### src/rtl/core/assert_macros.svh
// Shared assertion macros for the RTL.
`ifndef ASSERT_MACROS_SVH
`define ASSERT_MACROS_SVH
`ifndef SYNTH
// Same-cycle implication, checked outside reset.
`define CHECK_IMPLY(lbl, clk, rstn, ante, cons) \
	lbl: assert property (@(posedge clk) disable iff (!rstn) (ante) |-> (cons)) \
	else $error("implication check failed");
// Next-cycle implication, checked outside reset.
`define CHECK_NEXT(lbl, clk, rstn, ante, cons) \
	lbl: assert property (@(posedge clk) disable iff (!rstn) (ante) |=> (cons)) \
	else $error("next-cycle check failed");
`else
`define CHECK_IMPLY(lbl, clk, rstn, ante, cons)
`define CHECK_NEXT(lbl, clk, rstn, ante, cons)
`endif
`endif

### src/rtl/core/snfcs_pkg.sv
package snfcs_pkg;

	localparam int PAGE_BYTES_DEF  = 256;
	localparam int QUEUE_DEPTH_DEF = 2;
	localparam int ADDR_W          = 24;
	localparam int COUNT_W         = 16;
	localparam int BYTE_W          = 8;
	localparam int STEP_W          = 3;
	localparam int STATUS_BUSY_BIT = 0;

	// flash opcodes
	localparam logic [BYTE_W-1:0] CMD_WREN  = 8'h06;
	localparam logic [BYTE_W-1:0] CMD_RDSR  = 8'h05;
	localparam logic [BYTE_W-1:0] CMD_READ  = 8'h03;
	localparam logic [BYTE_W-1:0] CMD_PP    = 8'h02;
	localparam logic [BYTE_W-1:0] CMD_SE    = 8'h20;
	localparam logic [BYTE_W-1:0] CMD_BE    = 8'hD8;
	localparam logic [BYTE_W-1:0] CMD_PDOWN = 8'hB9;
	localparam logic [BYTE_W-1:0] CMD_WAKE  = 8'hAB;
	localparam logic [BYTE_W-1:0] DUMMY     = 8'h00;

	// result kinds
	localparam logic [1:0] KIND_FRAME  = 2'd0;
	localparam logic [1:0] KIND_DATA   = 2'd1;
	localparam logic [1:0] KIND_DONE   = 2'd2;
	localparam logic [1:0] KIND_REFUSE = 2'd3;

	typedef enum logic [2:0] {
		ACT_READ   = 3'd0,
		ACT_WRITE  = 3'd1,
		ACT_WDATA  = 3'd2,
		ACT_SECTOR = 3'd3,
		ACT_BLOCK  = 3'd4,
		ACT_PDOWN  = 3'd5,
		ACT_WAKE   = 3'd6,
		ACT_REPLY  = 3'd7
	} action_t;

	typedef enum logic [2:0] {
		PH_IDLE  = 3'd0,
		PH_READ  = 3'd1,
		PH_WPRE  = 3'd2,
		PH_WDATA = 3'd3,
		PH_WPOST = 3'd4,
		PH_EPRE  = 3'd5,
		PH_EPOST = 3'd6
	} phase_t;

	// frame bundles the back end expands
	typedef enum logic [3:0] {
		J_REFUSE      = 4'd0,
		J_POWER       = 4'd1,
		J_READ_START  = 4'd2,
		J_ENABLE_POLL = 4'd3,
		J_POLL        = 4'd4,
		J_PROGRAM     = 4'd5,
		J_ERASE       = 4'd6,
		J_READ_BYTE   = 4'd7,
		J_DATA        = 4'd8,
		J_DONE        = 4'd9
	} job_op_t;

	typedef struct packed {
		job_op_t           op;
		logic [BYTE_W-1:0] data;  // opcode, write byte or read byte
		logic [ADDR_W-1:0] addr;
		logic              flag;  // hold select on the read dummy or write data frame
		logic              more;  // read: another dummy frame; data: page ends
	} job_t;

	typedef struct packed {
		logic [1:0]        kind;
		logic [BYTE_W-1:0] tx;
		logic              hold;
		logic              want;
		logic [BYTE_W-1:0] rd;
		logic              last;
	} res_t;

endpackage

### src/rtl/core/snfcs_front.sv
module snfcs_front #(
	parameter int PAGE_BYTES = snfcs_pkg::PAGE_BYTES_DEF
) (
	input  logic                            clk,
	input  logic                            arst_n,
	input  logic                            in_valid,
	output logic                            in_stall,
	input  logic [2:0]                      action,
	input  logic [snfcs_pkg::ADDR_W-1:0]    flash_address,
	input  logic [snfcs_pkg::COUNT_W-1:0]   byte_count,
	input  logic [snfcs_pkg::BYTE_W-1:0]    write_byte,
	input  logic [snfcs_pkg::BYTE_W-1:0]    reply_byte,
	input  logic                            q_full,
	output logic                            job_valid,
	output snfcs_pkg::job_t                 job
);
	import snfcs_pkg::*;

	// page size is a power of two
	localparam int PAGE_W = $clog2(PAGE_BYTES);
	localparam int ROOM_W = PAGE_W + 1;

	phase_t              phase_q, phase_d;
	logic [ADDR_W-1:0]   addr_q, addr_d;
	logic [COUNT_W-1:0]  left_q, left_d;
	logic [ROOM_W-1:0]   room_q, room_d;
	logic                blk_q, blk_d;

	action_t             act;
	logic                accept;
	logic                busy;
	logic [ADDR_W-1:0]   room_addr;
	logic [COUNT_W-1:0]  room_left;
	logic [ROOM_W-1:0]   room_gap;
	logic [ROOM_W-1:0]   room_new;
	logic [COUNT_W-1:0]  left_dec;
	logic [ADDR_W-1:0]   addr_inc;
	logic [ROOM_W-1:0]   room_dec;

	assign act      = action_t'(action);
	assign in_stall = q_full;
	assign accept   = in_valid && !q_full;
	assign busy     = reply_byte[STATUS_BUSY_BIT];
	assign left_dec = left_q - COUNT_W'(1);
	assign addr_inc = addr_q + ADDR_W'(1);
	assign room_dec = (room_q != '0) ? room_q - ROOM_W'(1) : '0;

	// room left in the page: write start uses the request, later pages the counters
	assign room_addr = (phase_q == PH_IDLE) ? flash_address : addr_q;
	assign room_left = (phase_q == PH_IDLE) ? byte_count : left_q;
	assign room_gap  = ROOM_W'(PAGE_BYTES) - {1'b0, room_addr[PAGE_W-1:0]};
	assign room_new  = (room_left < COUNT_W'(room_gap)) ? room_left[ROOM_W-1:0] : room_gap;

	always_comb begin
		phase_d  = phase_q;
		addr_d   = addr_q;
		left_d   = left_q;
		room_d   = room_q;
		blk_d    = blk_q;
		job.op   = J_REFUSE;
		job.data = '0;
		job.addr = addr_q;
		job.flag = 1'b0;
		job.more = 1'b0;
		case (phase_q)
			PH_IDLE: begin
				if ((act == ACT_READ || act == ACT_WRITE) && byte_count == '0) begin
					job.op = J_REFUSE;
				end else if (act == ACT_READ) begin
					addr_d   = flash_address;
					left_d   = byte_count;
					job.op   = J_READ_START;
					job.addr = flash_address;
					job.flag = (byte_count > COUNT_W'(1));
					phase_d  = PH_READ;
				end else if (act == ACT_WRITE) begin
					addr_d  = flash_address;
					left_d  = byte_count;
					room_d  = room_new;
					job.op  = J_ENABLE_POLL;
					phase_d = PH_WPRE;
				end else if (act == ACT_SECTOR || act == ACT_BLOCK) begin
					addr_d  = flash_address;
					blk_d   = (act == ACT_BLOCK);
					job.op  = J_ENABLE_POLL;
					phase_d = PH_EPRE;
				end else if (act == ACT_PDOWN || act == ACT_WAKE) begin
					job.op   = J_POWER;
					job.data = (act == ACT_PDOWN) ? CMD_PDOWN : CMD_WAKE;
				end
			end
			PH_READ: begin
				if (act == ACT_REPLY) begin
					job.op   = J_READ_BYTE;
					job.data = reply_byte;
					job.more = (left_dec != '0);
					job.flag = (left_dec > COUNT_W'(1));
					left_d   = left_dec;
					addr_d   = addr_inc;
					if (left_dec == '0) begin
						phase_d = PH_IDLE;
					end
				end
			end
			PH_WPRE: begin
				if (act == ACT_REPLY) begin
					if (busy) begin
						job.op = J_POLL;
					end else begin
						job.op  = J_PROGRAM;
						phase_d = PH_WDATA;
					end
				end
			end
			PH_WDATA: begin
				if (act == ACT_WDATA) begin
					job.op   = J_DATA;
					job.data = write_byte;
					job.flag = (room_q > ROOM_W'(1));
					job.more = (room_dec == '0);
					addr_d   = addr_inc;
					left_d   = left_dec;
					room_d   = room_dec;
					if (room_dec == '0) begin
						phase_d = PH_WPOST;
					end
				end
			end
			PH_WPOST, PH_EPOST: begin
				if (act == ACT_REPLY) begin
					if (busy) begin
						job.op = J_POLL;
					end else if (phase_q == PH_WPOST && left_q != '0) begin
						room_d  = room_new;
						job.op  = J_ENABLE_POLL;
						phase_d = PH_WPRE;
					end else begin
						job.op  = J_DONE;
						blk_d   = 1'b0;
						phase_d = PH_IDLE;
					end
				end
			end
			PH_EPRE: begin
				if (act == ACT_REPLY) begin
					if (busy) begin
						job.op = J_POLL;
					end else begin
						job.op   = J_ERASE;
						job.data = blk_q ? CMD_BE : CMD_SE;
						phase_d  = PH_EPOST;
					end
				end
			end
			default: begin
				phase_d = PH_IDLE;
			end
		endcase
	end

	assign job_valid = accept;

	always_ff @(posedge clk or negedge arst_n) begin
		if (!arst_n) begin
			phase_q <= PH_IDLE;
			addr_q  <= '0;
			left_q  <= '0;
			room_q  <= '0;
			blk_q   <= 1'b0;
		end else if (accept) begin
			phase_q <= phase_d;
			addr_q  <= addr_d;
			left_q  <= left_d;
			room_q  <= room_d;
			blk_q   <= blk_d;
		end
	end

endmodule

### src/rtl/core/snfcs_queue.sv
module snfcs_queue #(
	parameter int DEPTH = snfcs_pkg::QUEUE_DEPTH_DEF
) (
	input  logic             clk,
	input  logic             arst_n,
	input  logic             push,
	input  snfcs_pkg::job_t  push_job,
	output logic             full,
	input  logic             pop,
	output snfcs_pkg::job_t  head,
	output logic             empty
);
	import snfcs_pkg::*;

	localparam int PTR_W = (DEPTH > 1) ? $clog2(DEPTH) : 1;
	localparam int CNT_W = $clog2(DEPTH + 1);

	job_t              slot_q [DEPTH];
	logic [PTR_W-1:0]  wr_q, rd_q;
	logic [CNT_W-1:0]  cnt_q;
	logic              do_push, do_pop;

	assign full    = (cnt_q == CNT_W'(DEPTH));
	assign empty   = (cnt_q == '0);
	assign do_push = push && !full;
	assign do_pop  = pop && !empty;
	assign head    = slot_q[rd_q];

	always_ff @(posedge clk) begin
		if (do_push) begin
			slot_q[wr_q] <= push_job;
		end
	end

	always_ff @(posedge clk or negedge arst_n) begin
		if (!arst_n) begin
			wr_q  <= '0;
			rd_q  <= '0;
			cnt_q <= '0;
		end else begin
			if (do_push) begin
				wr_q <= (wr_q == PTR_W'(DEPTH - 1)) ? '0 : wr_q + PTR_W'(1);
			end
			if (do_pop) begin
				rd_q <= (rd_q == PTR_W'(DEPTH - 1)) ? '0 : rd_q + PTR_W'(1);
			end
			if (do_push && !do_pop) begin
				cnt_q <= cnt_q + CNT_W'(1);
			end else if (do_pop && !do_push) begin
				cnt_q <= cnt_q - CNT_W'(1);
			end
		end
	end

endmodule

### src/rtl/core/snfcs_back.sv
module snfcs_back (
	input  logic                          clk,
	input  logic                          arst_n,
	input  logic                          q_empty,
	input  snfcs_pkg::job_t               head,
	output logic                          pop,
	output logic                          out_valid,
	input  logic                          out_stall,
	output logic [1:0]                    kind,
	output logic [snfcs_pkg::BYTE_W-1:0]  tx_byte,
	output logic                          hold_select,
	output logic                          want_reply,
	output logic [snfcs_pkg::BYTE_W-1:0]  read_byte,
	output logic                          last
);
	import snfcs_pkg::*;

	function automatic res_t mk_frame(logic [BYTE_W-1:0] tx, logic hold, logic want,
		logic lst);
		res_t r;
		r.kind = KIND_FRAME;
		r.tx   = tx;
		r.hold = hold;
		r.want = want;
		r.rd   = '0;
		r.last = lst;
		return r;
	endfunction

	function automatic res_t mk_status(logic [1:0] k, logic [BYTE_W-1:0] rd, logic lst);
		res_t r;
		r.kind = k;
		r.tx   = '0;
		r.hold = 1'b0;
		r.want = 1'b0;
		r.rd   = rd;
		r.last = lst;
		return r;
	endfunction

	// one result of a job at a given step
	function automatic res_t result_at(job_t j, logic [STEP_W-1:0] s);
		res_t r;
		r = mk_status(KIND_REFUSE, '0, 1'b1);
		case (j.op)
			J_REFUSE: r = mk_status(KIND_REFUSE, '0, 1'b1);
			J_DONE:   r = mk_status(KIND_DONE, '0, 1'b1);
			J_POWER:
				r = (s == '0) ? mk_frame(j.data, 1'b0, 1'b0, 1'b0)
				              : mk_status(KIND_DONE, '0, 1'b1);
			J_POLL:
				r = (s == '0) ? mk_frame(CMD_RDSR, 1'b1, 1'b0, 1'b0)
				              : mk_frame(DUMMY, 1'b0, 1'b1, 1'b1);
			J_ENABLE_POLL: begin
				case (s)
					3'd0:    r = mk_frame(CMD_WREN, 1'b0, 1'b0, 1'b0);
					3'd1:    r = mk_frame(CMD_RDSR, 1'b1, 1'b0, 1'b0);
					default: r = mk_frame(DUMMY, 1'b0, 1'b1, 1'b1);
				endcase
			end
			J_READ_START, J_PROGRAM, J_ERASE: begin
				case (s)
					3'd0: begin
						case (j.op)
							J_READ_START: r = mk_frame(CMD_READ, 1'b1, 1'b0, 1'b0);
							J_PROGRAM:    r = mk_frame(CMD_PP, 1'b1, 1'b0, 1'b0);
							default:      r = mk_frame(j.data, 1'b1, 1'b0, 1'b0);
						endcase
					end
					3'd1:    r = mk_frame(j.addr[23:16], 1'b1, 1'b0, 1'b0);
					3'd2:    r = mk_frame(j.addr[15:8], 1'b1, 1'b0, 1'b0);
					3'd3:    r = mk_frame(j.addr[7:0], j.op != J_ERASE, 1'b0,
					                      j.op == J_PROGRAM);
					3'd4: begin
						if (j.op == J_READ_START) begin
							r = mk_frame(DUMMY, j.flag, 1'b1, 1'b1);
						end else begin
							r = mk_frame(CMD_RDSR, 1'b1, 1'b0, 1'b0);
						end
					end
					default: r = mk_frame(DUMMY, 1'b0, 1'b1, 1'b1);
				endcase
			end
			J_READ_BYTE: begin
				if (s == '0) begin
					r = mk_status(KIND_DATA, j.data, 1'b0);
				end else if (j.more) begin
					r = mk_frame(DUMMY, j.flag, 1'b1, 1'b1);
				end else begin
					r = mk_status(KIND_DONE, '0, 1'b1);
				end
			end
			J_DATA: begin
				case (s)
					3'd0:    r = mk_frame(j.data, j.flag, 1'b0, !j.more);
					3'd1:    r = mk_frame(CMD_RDSR, 1'b1, 1'b0, 1'b0);
					default: r = mk_frame(DUMMY, 1'b0, 1'b1, 1'b1);
				endcase
			end
			default: r = mk_status(KIND_REFUSE, '0, 1'b1);
		endcase
		return r;
	endfunction

	job_t               job_q;
	logic               active_q;
	logic [STEP_W-1:0]  step_q;
	logic               out_valid_q;
	res_t               out_q;
	res_t               res;
	logic               advance;
	logic               finishing;

	assign res       = result_at(job_q, step_q);
	assign advance   = active_q && (!out_valid_q || !out_stall);
	assign finishing = advance && res.last;
	assign pop       = !q_empty && (!active_q || finishing);

	always_ff @(posedge clk) begin
		if (pop) begin
			job_q <= head;
		end
		if (advance) begin
			out_q <= res;
		end
	end

	always_ff @(posedge clk or negedge arst_n) begin
		if (!arst_n) begin
			active_q    <= 1'b0;
			step_q      <= '0;
			out_valid_q <= 1'b0;
		end else begin
			if (pop) begin
				active_q <= 1'b1;
				step_q   <= '0;
			end else if (finishing) begin
				active_q <= 1'b0;
			end else if (advance) begin
				step_q <= step_q + STEP_W'(1);
			end
			if (advance) begin
				out_valid_q <= 1'b1;
			end else if (!out_stall) begin
				out_valid_q <= 1'b0;
			end
		end
	end

	assign out_valid   = out_valid_q;
	assign kind        = out_q.kind;
	assign tx_byte     = out_q.tx;
	assign hold_select = out_q.hold;
	assign want_reply  = out_q.want;
	assign read_byte   = out_q.rd;
	assign last        = out_q.last;

endmodule

### src/rtl/core/spi_nor_flash_command_sequencer.sv
// Path: an item passes the job queue, the back-end job register and the output register in turn.
// Throughput: one item per cycle enters while the job queue has room; the back end
// sends one result per cycle unless the output stalls, and an item yields 1 to 6 results.
// Reset: arst_n low clears the phase, counters, job queue and output valid at once.
// Address, count and page-room counters restart at zero, and the phase at idle.
`include "assert_macros.svh"

module spi_nor_flash_command_sequencer #(
	parameter int PAGE_BYTES  = snfcs_pkg::PAGE_BYTES_DEF,   // power of two, 16 to 4096
	parameter int QUEUE_DEPTH = snfcs_pkg::QUEUE_DEPTH_DEF
) (
	input  logic         clk,
	input  logic         arst_n,
	input  logic         in_valid,
	output logic         in_stall,
	input  logic [2:0]   action,
	input  logic [23:0]  flash_address,
	input  logic [15:0]  byte_count,
	input  logic [7:0]   write_byte,
	input  logic [7:0]   reply_byte,
	output logic         out_valid,
	input  logic         out_stall,
	output logic [1:0]   kind,
	output logic [7:0]   tx_byte,
	output logic         hold_select,
	output logic         want_reply,
	output logic [7:0]   read_byte,
	output logic         last
);
	import snfcs_pkg::*;

	// Front end: track the flash phase and turn each transfer into one job.
	// Queue: hold jobs so either side can stall on its own.
	// Back end: expand a job into its frames and status results, one per cycle unless the output stalls.
	logic  job_valid;
	job_t  job;
	logic  q_full;
	logic  q_empty;
	logic  q_pop;
	job_t  q_head;
	logic  frame_bits_clear;

	snfcs_front #(
		.PAGE_BYTES(PAGE_BYTES)
	) u_front (
		.clk          (clk),
		.arst_n       (arst_n),
		.in_valid     (in_valid),
		.in_stall     (in_stall),
		.action       (action),
		.flash_address(flash_address),
		.byte_count   (byte_count),
		.write_byte   (write_byte),
		.reply_byte   (reply_byte),
		.q_full       (q_full),
		.job_valid    (job_valid),
		.job          (job)
	);

	snfcs_queue #(
		.DEPTH(QUEUE_DEPTH)
	) u_queue (
		.clk     (clk),
		.arst_n  (arst_n),
		.push    (job_valid),
		.push_job(job),
		.full    (q_full),
		.pop     (q_pop),
		.head    (q_head),
		.empty   (q_empty)
	);

	snfcs_back u_back (
		.clk        (clk),
		.arst_n     (arst_n),
		.q_empty    (q_empty),
		.head       (q_head),
		.pop        (q_pop),
		.out_valid  (out_valid),
		.out_stall  (out_stall),
		.kind       (kind),
		.tx_byte    (tx_byte),
		.hold_select(hold_select),
		.want_reply (want_reply),
		.read_byte  (read_byte),
		.last       (last)
	);

	assign frame_bits_clear = !hold_select && !want_reply && (tx_byte == 8'h00);

	// a refusal is always the only result of its item
	`CHECK_IMPLY(a_refuse_last, clk, arst_n, out_valid && kind == KIND_REFUSE, last)
	// frame-only fields stay clear on status results
	`CHECK_IMPLY(a_status_clean, clk, arst_n, out_valid && kind != KIND_FRAME, frame_bits_clear)
	// read data only rides on data results
	`CHECK_IMPLY(a_rd_only_data, clk, arst_n, out_valid && kind != KIND_DATA, read_byte == 8'h00)
	// an accepted transfer lands in the job queue
	`CHECK_NEXT(a_job_queued, clk, arst_n, in_valid && !in_stall, !q_empty)

endmodule
### config.mk
export PLATFORM = sky130hd
export DESIGN_NAME = spi_nor_flash_command_sequencer
export DESIGN_NICKNAME = d
export VERILOG_FILES = /design/src/rtl/core/snfcs_pkg.sv /design/src/rtl/core/snfcs_front.sv /design/src/rtl/core/snfcs_queue.sv /design/src/rtl/core/snfcs_back.sv /design/src/rtl/core/spi_nor_flash_command_sequencer.sv
export VERILOG_INCLUDE_DIRS = /design/src /design/src/rtl/core
export SDC_FILE = /design/constraint.sdc
export NUM_CORES = 1
export LEC_CHECK = 0
export ABC_AREA = 1
export BUFFER_PORTS_ARGS = -buffer_cell sky130_fd_sc_hd__buf_2
export CAP_MARGIN = 15
export CORE_ASPECT_RATIO = 2
export CORE_MARGIN = 2
export CORE_UTILIZATION = 30
export DETAILED_ROUTE_END_ITERATION = 10
export PLACE_DENSITY = 0.57
export SLEW_MARGIN = 20
export SYNTH_ARGS = -nofsm -noshare
export SYNTH_HDL_FRONTEND = slang
export SYNTH_SLANG_ARGS = --single-unit
### constraint.sdc
create_clock -name clk -period 4.21 [get_ports clk]
set_input_delay 0.2105 -clock clk [delete_from_list [all_inputs] [get_ports clk]]
set_output_delay 0.2105 -clock clk [all_outputs]
set_load 0.005 [all_outputs]
==> impl_metrics.toml <==
[power_and_ir_drop]
share_clk_of_total_power_pct = 16.4
power_per_cell_area_nw_per_um2 = 796
leakagePower_nw = 5.47
p_int_mw = 5.48
netSwitchingFraction_pct = 44.3
vdd.ir_drop.worst_v = 0.000368
comb_power_share_pct = 45.6
power_frac_seq_pct = 38.0
power.net_switching_mw = 4.36

[worst_hold_path]
hold_path_class = "input pin to register"

[timing]
fin_worst_skew_ps = 10.1
max_clock_freq_ghz = 0.303
finalHoldViolations = 0
tns_ps = 0
fin_crit_sh_pct = 78.5
drv_slew = 0
max_slew.worst_pin.slew_ps = 892
setup_violations = 0
max_slew_margin_pct = 40.5
setup_repair_after_global_routing_missed_its_margin = "false"
fin_hold_ws_ps = 33.6
final.min_clock_period_ps = 3300

[floorplanning]
floorplan.rows = 98
die-height_um = 273
initial_core_util_pct = 30.4
chipWidth_um = 139
dieArea_um2 = 37900
pin_count = 86
core_area_um2 = 35800

[global_routing]
vias_in_the_first_global_route = 8949
grt_antenna_before_repair = 1
grt_start_max_net_pins = 50
first_pass_grt_wire_length_um = 46000
grt_overflow_total = 0
grt_usage_pct = 15.6

[place]
place.detailed.hpwl_um = 23300
gp_routability_congestion = 0.943
placement.io_buffers = 85

[route]
detail_route.first_pass.iterations = 5
drt_first_iter_violations = 393
viasPerCell = 4.87
dr_total_vias = 8872
route.antenna.remaining_nets = 0
drc_errors = 0
postRouteWirelength_um = 29500
routedWlPerCell_um = 16.2

[clock_tree]
cts_max_path_buffers = 2
clock_sink_count = 197
clk-insertion-delay-late_ps = 450
clk_transition_reported_paths_ps = 80
numCtsBuffers = 17
ctsRootBufferMaster = "sky130_fd_sc_hd__clkbuf_16"
post_cts_resized = 0
htree_levels = 4
cts_tree = "yes"

[critical_path]
timing.critical_path.required_ps = 4590
r2r-start = "u_front.phase_q[0]"
critical_path.endpoint = "u_front.room_q[6]"
critPathLaunch = "u_front.phase_q[0]"
critPathCaptureType = "register"
critPathKind = "register to register"
worst_ep_arrival_time_ps = 3690
worst_reg2reg_path_depth = 20
critPathLaunchType = "register"
worst-path-max-fanout = 35
worst_r2r_endpoint = "u_front.room_q[6]"
reg2reg_setup_slack_ps = 910

[finish]
commonest_non_fill_non_tap_cell_in_the_layout = "sky130_fd_sc_hd__nand2_1"
ant_cells = 0
mostFrequentLayoutCells = "sky130_fd_sc_hd__nand2_1, sky130_fd_sc_hd__edfxtp_1, sky130_fd_sc_hd__inv_1"
fillers = 3749
layout-drive-gt1-share_pct = 13.0
layout.core_utilization_pct = 34.6
layout-area-overhead-vs-synth_pct = 13.8
final_nets = 1445

[synthesis]
async_reset_ff_share_pct = 31.5
mappedNetlistArea_um2 = 10900
synthCells = 1285
postSynthAreaPerCell_um2 = 8.46
ys_warn_count = 0
synth_seq_cells = 197
ys_types = 53
syn-num-nets = 1370
synth.yosys.seq_area_share_pct = 51.5
synth_edf_count = 135
most_instantiated_flip_flop_cell_in_the_synthesis_netlist = "sky130_fd_sc_hd__edfxtp_1"

[run_status]
status = "finished, final reports clean"

[job]
cap_violations = 0
-- registers in the layout (all words and copies together) (netlist names) --
name                flops
u_queue.wr_q            1
u_back.active_q         1
u_back.kind             2
u_queue.slot_q         76
u_back.step_q           3
u_back.job_q           38
u_back.tx_byte          8
u_queue.cnt_q           2
u_back.hold_select      1
u_front.phase_q         3
u_front.blk_q           1
u_back.last             1
u_queue.rd_q            1
u_back.read_byte        8
u_back.out_valid        1
u_front.left_q         16
u_back.want_reply       1
u_front.addr_q         24
u_front.room_q          9
-- cells by family (layout without fill, tap and decap cells) --
kind of cell	Yosys count	in the layout	share of synthesized area [%]
AO/OA/AOI/OAI	240	240	12.8
XOR/XNOR	29	29	2.34
adder cells (fa/ha/maj)	22	22	2.53
buffers and inverters	187	275	6.86
flip-flops	197	197	51.5
AND/OR/NAND/NOR	610	610	24.0
-- power groups by stage --
stage / clock network, mW / registers (mW) / logic (mW)
after global routing: 1.73 / 3.81 / 5.14
after global placement: 0 / 3.78 / 4.40
after detailed placement: 0 / 3.78 / 4.50
final: 1.61 / 3.74 / 4.49
after CTS: 1.67 / 3.74 / 4.53
after floorplan: 0 / 3.59 / 3.33
-- layout make-up --
type / count / area (um^2) / share of cell area (%)
clock inverters: 12 / 131 / 1.06
flip-flops and latches: 197 / 5610 / 45.3
multi-input cells: 901 / 4540 / 36.7
well taps: 450 / 563 / 4.55
repair buffers: 96 / 536 / 4.33
inverters: 147 / 554 / 4.48
clock buffers: 20 / 447 / 3.61
-- per-stage QoR --
| stage | power [mW] | std cells | instance area [um^2] | setup WS, ps |
|---|---|---|---|---|
| after global routing | 10.7 | 1823 | 12400 | 657 |
| after global placement | 8.18 | 1788 | 11700 | 1020 |
| after CTS | 9.94 | 1822 | 12400 | 909 |
| after floorplan | 6.92 | 1285 | 10900 | 1520 |
| after detailed placement | 8.29 | 1789 | 11800 | 934 |
| final | 9.84 | 1823 | 12400 | 906 |
-- worst min path at each step --
stage / from / slack [ps] / to / depth (start not counted)
finish: out_stall / 30 / u_back.out_valid / 3
global route: out_stall / 50 / u_back.out_valid / 3
CTS: out_stall / 20 / u_back.out_valid / 3
detailed placement: arst_n / 400 / u_front.addr_q[18] / 1
global placement: arst_n / 400 / u_front.addr_q[18] / 1
floorplan: arst_n / -90 / u_back.active_q / 0
-- cell usage after synthesis, types with 4 or more instances --
master	number	area share (%)
sky130_fd_sc_hd__nor4_1	5	0.29
sky130_fd_sc_hd__nor2_2	13	0.75
sky130_fd_sc_hd__o211ai_1	16	1.1
sky130_fd_sc_hd__a31oi_1	6	0.35
sky130_fd_sc_hd__xnor2_1	5	0.40
sky130_fd_sc_hd__nand2_1	368	13
sky130_fd_sc_hd__a21oi_1	60	2.8
sky130_fd_sc_hd__buf_2	9	0.41
sky130_fd_sc_hd__nor2_1	113	3.9
sky130_fd_sc_hd__xor2_1	24	1.9
sky130_fd_sc_hd__nand4_1	11	0.63
sky130_fd_sc_hd__o21a_1	5	0.35
sky130_fd_sc_hd__inv_2	13	0.45
sky130_fd_sc_hd__buf_1	4	0.14
sky130_fd_sc_hd__o21ai_1	11	0.51
sky130_fd_sc_hd__ha_1	22	2.5
sky130_fd_sc_hd__inv_1	131	4.5
sky130_fd_sc_hd__a22oi_1	8	0.55
sky130_fd_sc_hd__o21ai_0	99	4.6
sky130_fd_sc_hd__nand2_4	4	0.41
sky130_fd_sc_hd__clkbuf_1	22	0.76
sky130_fd_sc_hd__o22ai_1	8	0.46
sky130_fd_sc_hd__edfxtp_1	135	37
sky130_fd_sc_hd__dfrtp_1	62	14
sky130_fd_sc_hd__a21oi_2	4	0.32
sky130_fd_sc_hd__nand3_1	61	2.8
sky130_fd_sc_hd__nor3_1	14	0.64
sky130_fd_sc_hd__a22o_1	6	0.48
-- metal layers --
| layer | routed length [um] | part of all wire, % | global-route usage [%] | vias up |
|---|---|---|---|---|
| met5 | 13 | 0.044 | 0 | - |
| li1 | - | - | - | 4449 |
| met1 | 9830 | 33 | 13.5 | 4123 |
| met3 | 783 | 2.7 | 2.41 | 90 |
| met4 | 2100 | 7.1 | 11.2 | 2 |
| met2 | 16800 | 57 | 31.6 | 208 |
-- what timing repair did --
item / CTS / global route
hold buffers: 1 / 0
setup buffers: 0 / 0
endpoints found under the hold margin: 34 / 0
-- critical path, stage by stage (launching register included) --
cell                       delay, ps
sky130_fd_sc_hd__dfrtp_1         450
sky130_fd_sc_hd__nor2_4          170
sky130_fd_sc_hd__nand2_4         240
sky130_fd_sc_hd__nand2_1         130
sky130_fd_sc_hd__nand2_1          90
sky130_fd_sc_hd__inv_1           100
sky130_fd_sc_hd__ha_1            170
sky130_fd_sc_hd__inv_1            70
sky130_fd_sc_hd__nor3_1          270
sky130_fd_sc_hd__or2_1           140
sky130_fd_sc_hd__nand2_1          70
sky130_fd_sc_hd__ha_1            180
sky130_fd_sc_hd__a21oi_1         160
sky130_fd_sc_hd__nor2_1           50
sky130_fd_sc_hd__a211oi_1        180
sky130_fd_sc_hd__nand2_1         140
sky130_fd_sc_hd__nand2_4         140
sky130_fd_sc_hd__nand2_4         100
sky130_fd_sc_hd__nand2_1          80
sky130_fd_sc_hd__nand3_1         120
sky130_fd_sc_hd__a21oi_1         150
Note: power is estimated with default switching activity, not from simulation.
